### config.mk
export PLATFORM = sky130hd
export DESIGN_NAME = spq_cell
export DESIGN_NICKNAME = d
export VERILOG_FILES = /design/src/sv/spq_pkg.sv /design/src/sv/spq_cell.sv
export SDC_FILE = /design/constraint.sdc
export NUM_CORES = 1
export LEC_CHECK = 0
export BUFFER_PORTS_ARGS = -buffer_cell sky130_fd_sc_hd__buf_4
export CAP_MARGIN = 20
export CORE_MARGIN = 1
export CORE_UTILIZATION = 38
export CTS_CLUSTER_SIZE = 10
export DETAILED_ROUTE_END_ITERATION = 10
export GPL_ROUTABILITY_DRIVEN = 0
export PLACE_DENSITY = 0.77
export SYNTH_ARGS = -nofsm -noshare
export SYNTH_HDL_FRONTEND = slang
export SYNTH_SLANG_ARGS = --single-unit
### constraint.sdc
create_clock -name clk_i -period 3.4 [get_ports clk_i]
set_input_delay 0.85 -clock clk_i [delete_from_list [all_inputs] [get_ports clk_i]]
set_output_delay 0.85 -clock clk_i [all_outputs]
set_load 0.01 [all_outputs]
### src/sv/spq_pkg.sv
// Package for the sorted priority queue: sizes, codes and shared types.
// No dependencies; every other file of the block imports it.
`default_nettype none

package spq_pkg;

  localparam int unsigned DEPTH  = 64;
  localparam int unsigned CNT_W  = $clog2(DEPTH + 1);
  localparam int unsigned DATA_W = 32;
  localparam int unsigned PRIO_W = 16;
  localparam int unsigned OCC_W  = 7;
  localparam int unsigned STAT_W = 2;

  typedef enum logic {
    KIND_INSERT = 1'b0,
    KIND_DELETE = 1'b1
  } spq_kind_e;

  typedef enum logic [STAT_W-1:0] {
    ST_OK        = 2'd0,
    ST_OVERFLOW  = 2'd1,
    ST_UNDERFLOW = 2'd2
  } spq_status_e;

  // One stored entry
  typedef struct packed {
    logic signed [DATA_W-1:0] data;
    logic signed [PRIO_W-1:0] prio;
  } spq_entry_t;

  // Broadcast command from control to every cell
  typedef struct packed {
    logic       ins;
    logic       del;
    spq_entry_t entry;
  } spq_cmd_t;

endpackage

`default_nettype wire

### src/sv/spq_cell.sv
// One slot of the sorted chain: holds an entry, compares it with the incoming
// priority and shifts toward its neighbors. Depends on spq_pkg.
`default_nettype none

module spq_cell (
  input  wire                      clk_i,
  input  wire spq_pkg::spq_cmd_t   cmd_i,
  input  wire                      live_i,        // slot index below entry count
  input  wire                      prev_keep_i,   // upper neighbor stays in place
  input  wire spq_pkg::spq_entry_t prev_entry_i,
  input  wire spq_pkg::spq_entry_t next_entry_i,
  output logic                     keep_o,
  output spq_pkg::spq_entry_t      entry_o
);
  import spq_pkg::*;

  spq_entry_t entry_q, entry_d;

  // Held entry outranks or ties the new one: it stays ahead
  assign keep_o = live_i && ($signed(entry_q.prio) >= $signed(cmd_i.entry.prio));

  // Insert: stay, take the new entry, or move down one; delete: move up one
  always_comb begin
    entry_d = entry_q;
    if (cmd_i.ins) begin
      if (keep_o) begin
        entry_d = entry_q;
      end else if (prev_keep_i) begin
        entry_d = cmd_i.entry;
      end else begin
        entry_d = prev_entry_i;
      end
    end else if (cmd_i.del) begin
      entry_d = next_entry_i;
    end
  end

  always_ff @(posedge clk_i) begin
    entry_q <= entry_d;
  end

  assign entry_o = entry_q;

endmodule

`default_nettype wire

==> results.cfg <==
[timing]
rsz0062_at_grt = no
max_slew_margin_pct = 45.5
fin_skew_ps = 6.11
period_share_pct = 96.5
hold_viol = 0
tightestPinTransition_ps = 818
drv_slew = 0
final-setup-viol-count = 0
fmax_mhz = 305
final.setup.worst_slack_ps = 120
fin_setup_tns_ps = 0
fin_crit_ps = 3280

[synth]
mappedNetlistNets = 435
synth.most_common_cell = a21oi_1
yosys-top-cells-count = a21oi_1, nor2_1, edfxtp_1, mux2i_1, inv_1
synth_seq_cells = 48
synth.top_cell.area_share_pct = 49.8
synth-seq-area-share_pct = 49.8
synth_largest_area_cell = edfxtp_1
yosys.cell_types.count = 25
syn_inst = 270
synth.avg_cell_area_um2 = 10.7
synthesis.area_mm2 = 0.00290
synth-edff-count = 48
ys_async_sr_fraction_pct = 0
synth_ff_type = edfxtp_1
synth.area.top_cells = edfxtp_1, mux2i_1, a21oi_1
yosysWarnings = 0

[clock_network]
tritoncts = yes
cts_sinks = 48
clkLatencyLatePin_ps = 290
cts_max_path_buffers = 2
htreeDepth = 2
clk_pin_slew_ps = 90
root_buffer = clkbuf_8
ctsHoldBuffers = 0
cts_resized = 0
cts_buffers = 5
post_cts_buffers = 0

[global_route]
grt_max_degree = 63
grt_overflow = 0
first_global_vias = 2554
grt.total_usage_pct = 19.3
grt_pass1_wl_um = 11400
grt_antenna_before_repair = 0

[die]
initial_core_util_pct = 39.7
row_count = 31
die_area_mm2 = 0.00798
pin_count = 198
die_w_um = 89.3
die_y_um = 89.3
core-area_mm2 = 0.00729

[placed_design]
dp_hpwl_um = 6280
dpl_worst_slack_ps = 116
port_buffers = 197

[cells_and_area]
multi_input_area_mm2 = 0.00130
fillCellCount = 638
nNetsFinal = 625
insertedDiodeCount = 0
largest_reg_flops = 48
seq_area_mm2 = 0.00144
area_delta_synth_final_pct = 55.8
drive_gt1_share_pct = 46.1

[critical_path]
endpoint_kind = output port
r2r_cells = 7
path_cells = buf_4 > inv_1 > ha_1 > nand4_2 > or4_1 > nand4b_1 > nand4_1 > nand2_1 > buf_4
worstReg2RegEnd = entry_o[47]
timing.critical_path.to = keep_o
worstPathArrival_ps = 2430
critPathLaunchType = input port
slowest_stage = or4_1
rr_startpoint = entry_o[15]
slowest_delay_ps = 540
reg2reg_setup_slack_ps = 860
required_ps = 2550
worst-setup-path-type = input port to output port
cp_common_cell = buf_4
setup.worst_path.start = cmd_i[15]
critPathMaxFanout = 5

[status]
status = complete, no violations

[detailed_routing]
wire_per_inst_um = 14.0
totalWireLength_um = 7810
drc = 0
drt_iter0_drc = 97
vias = 2672
ant_nets = 0
drt-pass1-iter-count = 4
post_drt_via_cell_ratio = 4.78

[power]
powerDensity_mw_per_mm2 = 343
leakagePower_nw = 2.18
peakVddDrop_mv = 0.210

[min_path]
hold_class = input port to register

[flow_run]
max_cap_viol_count = 0
worst max-delay path: cells and delay by family:
| family | cells | cell delay (ps) |
|---|---|---|
| buf+inv | 3 | 220 |
| simple gates | 5 | 1030 |
| fa+ha+maj | 1 | 320 |
placed cells by master, fill, tap and decap left out, types with 2 or more instances in the layout:
| cell | count |
|---|---|
| a21oi_1 | 51 |
| buf_4 | 200 |
| clkbuf_8 | 5 |
| edfxtp_1 | 48 |
| ha_1 | 16 |
| inv_1 | 17 |
| mux2i_1 | 48 |
| nand2_1 | 4 |
| nand4_1 | 4 |
| nor2_1 | 50 |
| o21ai_0 | 2 |
metal layers:
metal  vias to the layer above  global-route usage, %  routed length, um
met4                         0                   8.23                206
met3                        16                   5.17                606
met5                         -                      0                  0
met1                      1182                   20.6               2920
li1                       1358                      -                  -
met2                       116                   35.7               4080
metrics by stage:
step	std cells	utilization, %	power (mW)	hold WS, ps	cell area [um^2]
final	559	61.9	1.55	874	4510
after global routing	559	61.9	1.64	871	4510
after CTS	559	61.9	1.57	862	4510
after detailed placement	552	60.8	1.25	1170	4430
after global placement	552	60.8	1.23	1170	4430
after floorplan	270	-	0.975	1080	2900
cell families (layout without fill, tap and decap cells):
kind of cell / count (synthesis) / count (layout) / share of synthesized area (%)
flops: 48 / 48 / 49.8
simple gates: 64 / 64 / 9.55
compound gates: 60 / 60 / 11.9
fa+ha+maj: 16 / 16 / 6.91
buf+inv: 34 / 224 / 5.31
mux: 48 / 48 / 16.6
power breakdown:
part	total [mW]	internal (mW)	switching, mW
clock network	0.321	0.140	0.182
registers	0.756	0.733	0.0221
logic	0.471	0.261	0.210
total	1.55	1.13	0.414
final cells by class:
cell class	count	share of cell area (%)
sequential	48	31.9
multi-input combinational	188	28.8
inverter	17	1.41
tap	99	2.74
clock buffer	5	1.52
clock inverter	2	0.277
timing repair buffer	200	33.3
worst min path at each step:
stage,startpoint,endpoint,cells after the start
floorplan,next_entry_i[0],entry_o[0],2
global placement,next_entry_i[15],entry_o[15],3
detailed placement,next_entry_i[22],entry_o[22],3
CTS,next_entry_i[40],entry_o[40],3
global route,next_entry_i[24],entry_o[24],3
finish,next_entry_i[39],entry_o[39],3
(Power assumes the default switching activity.)
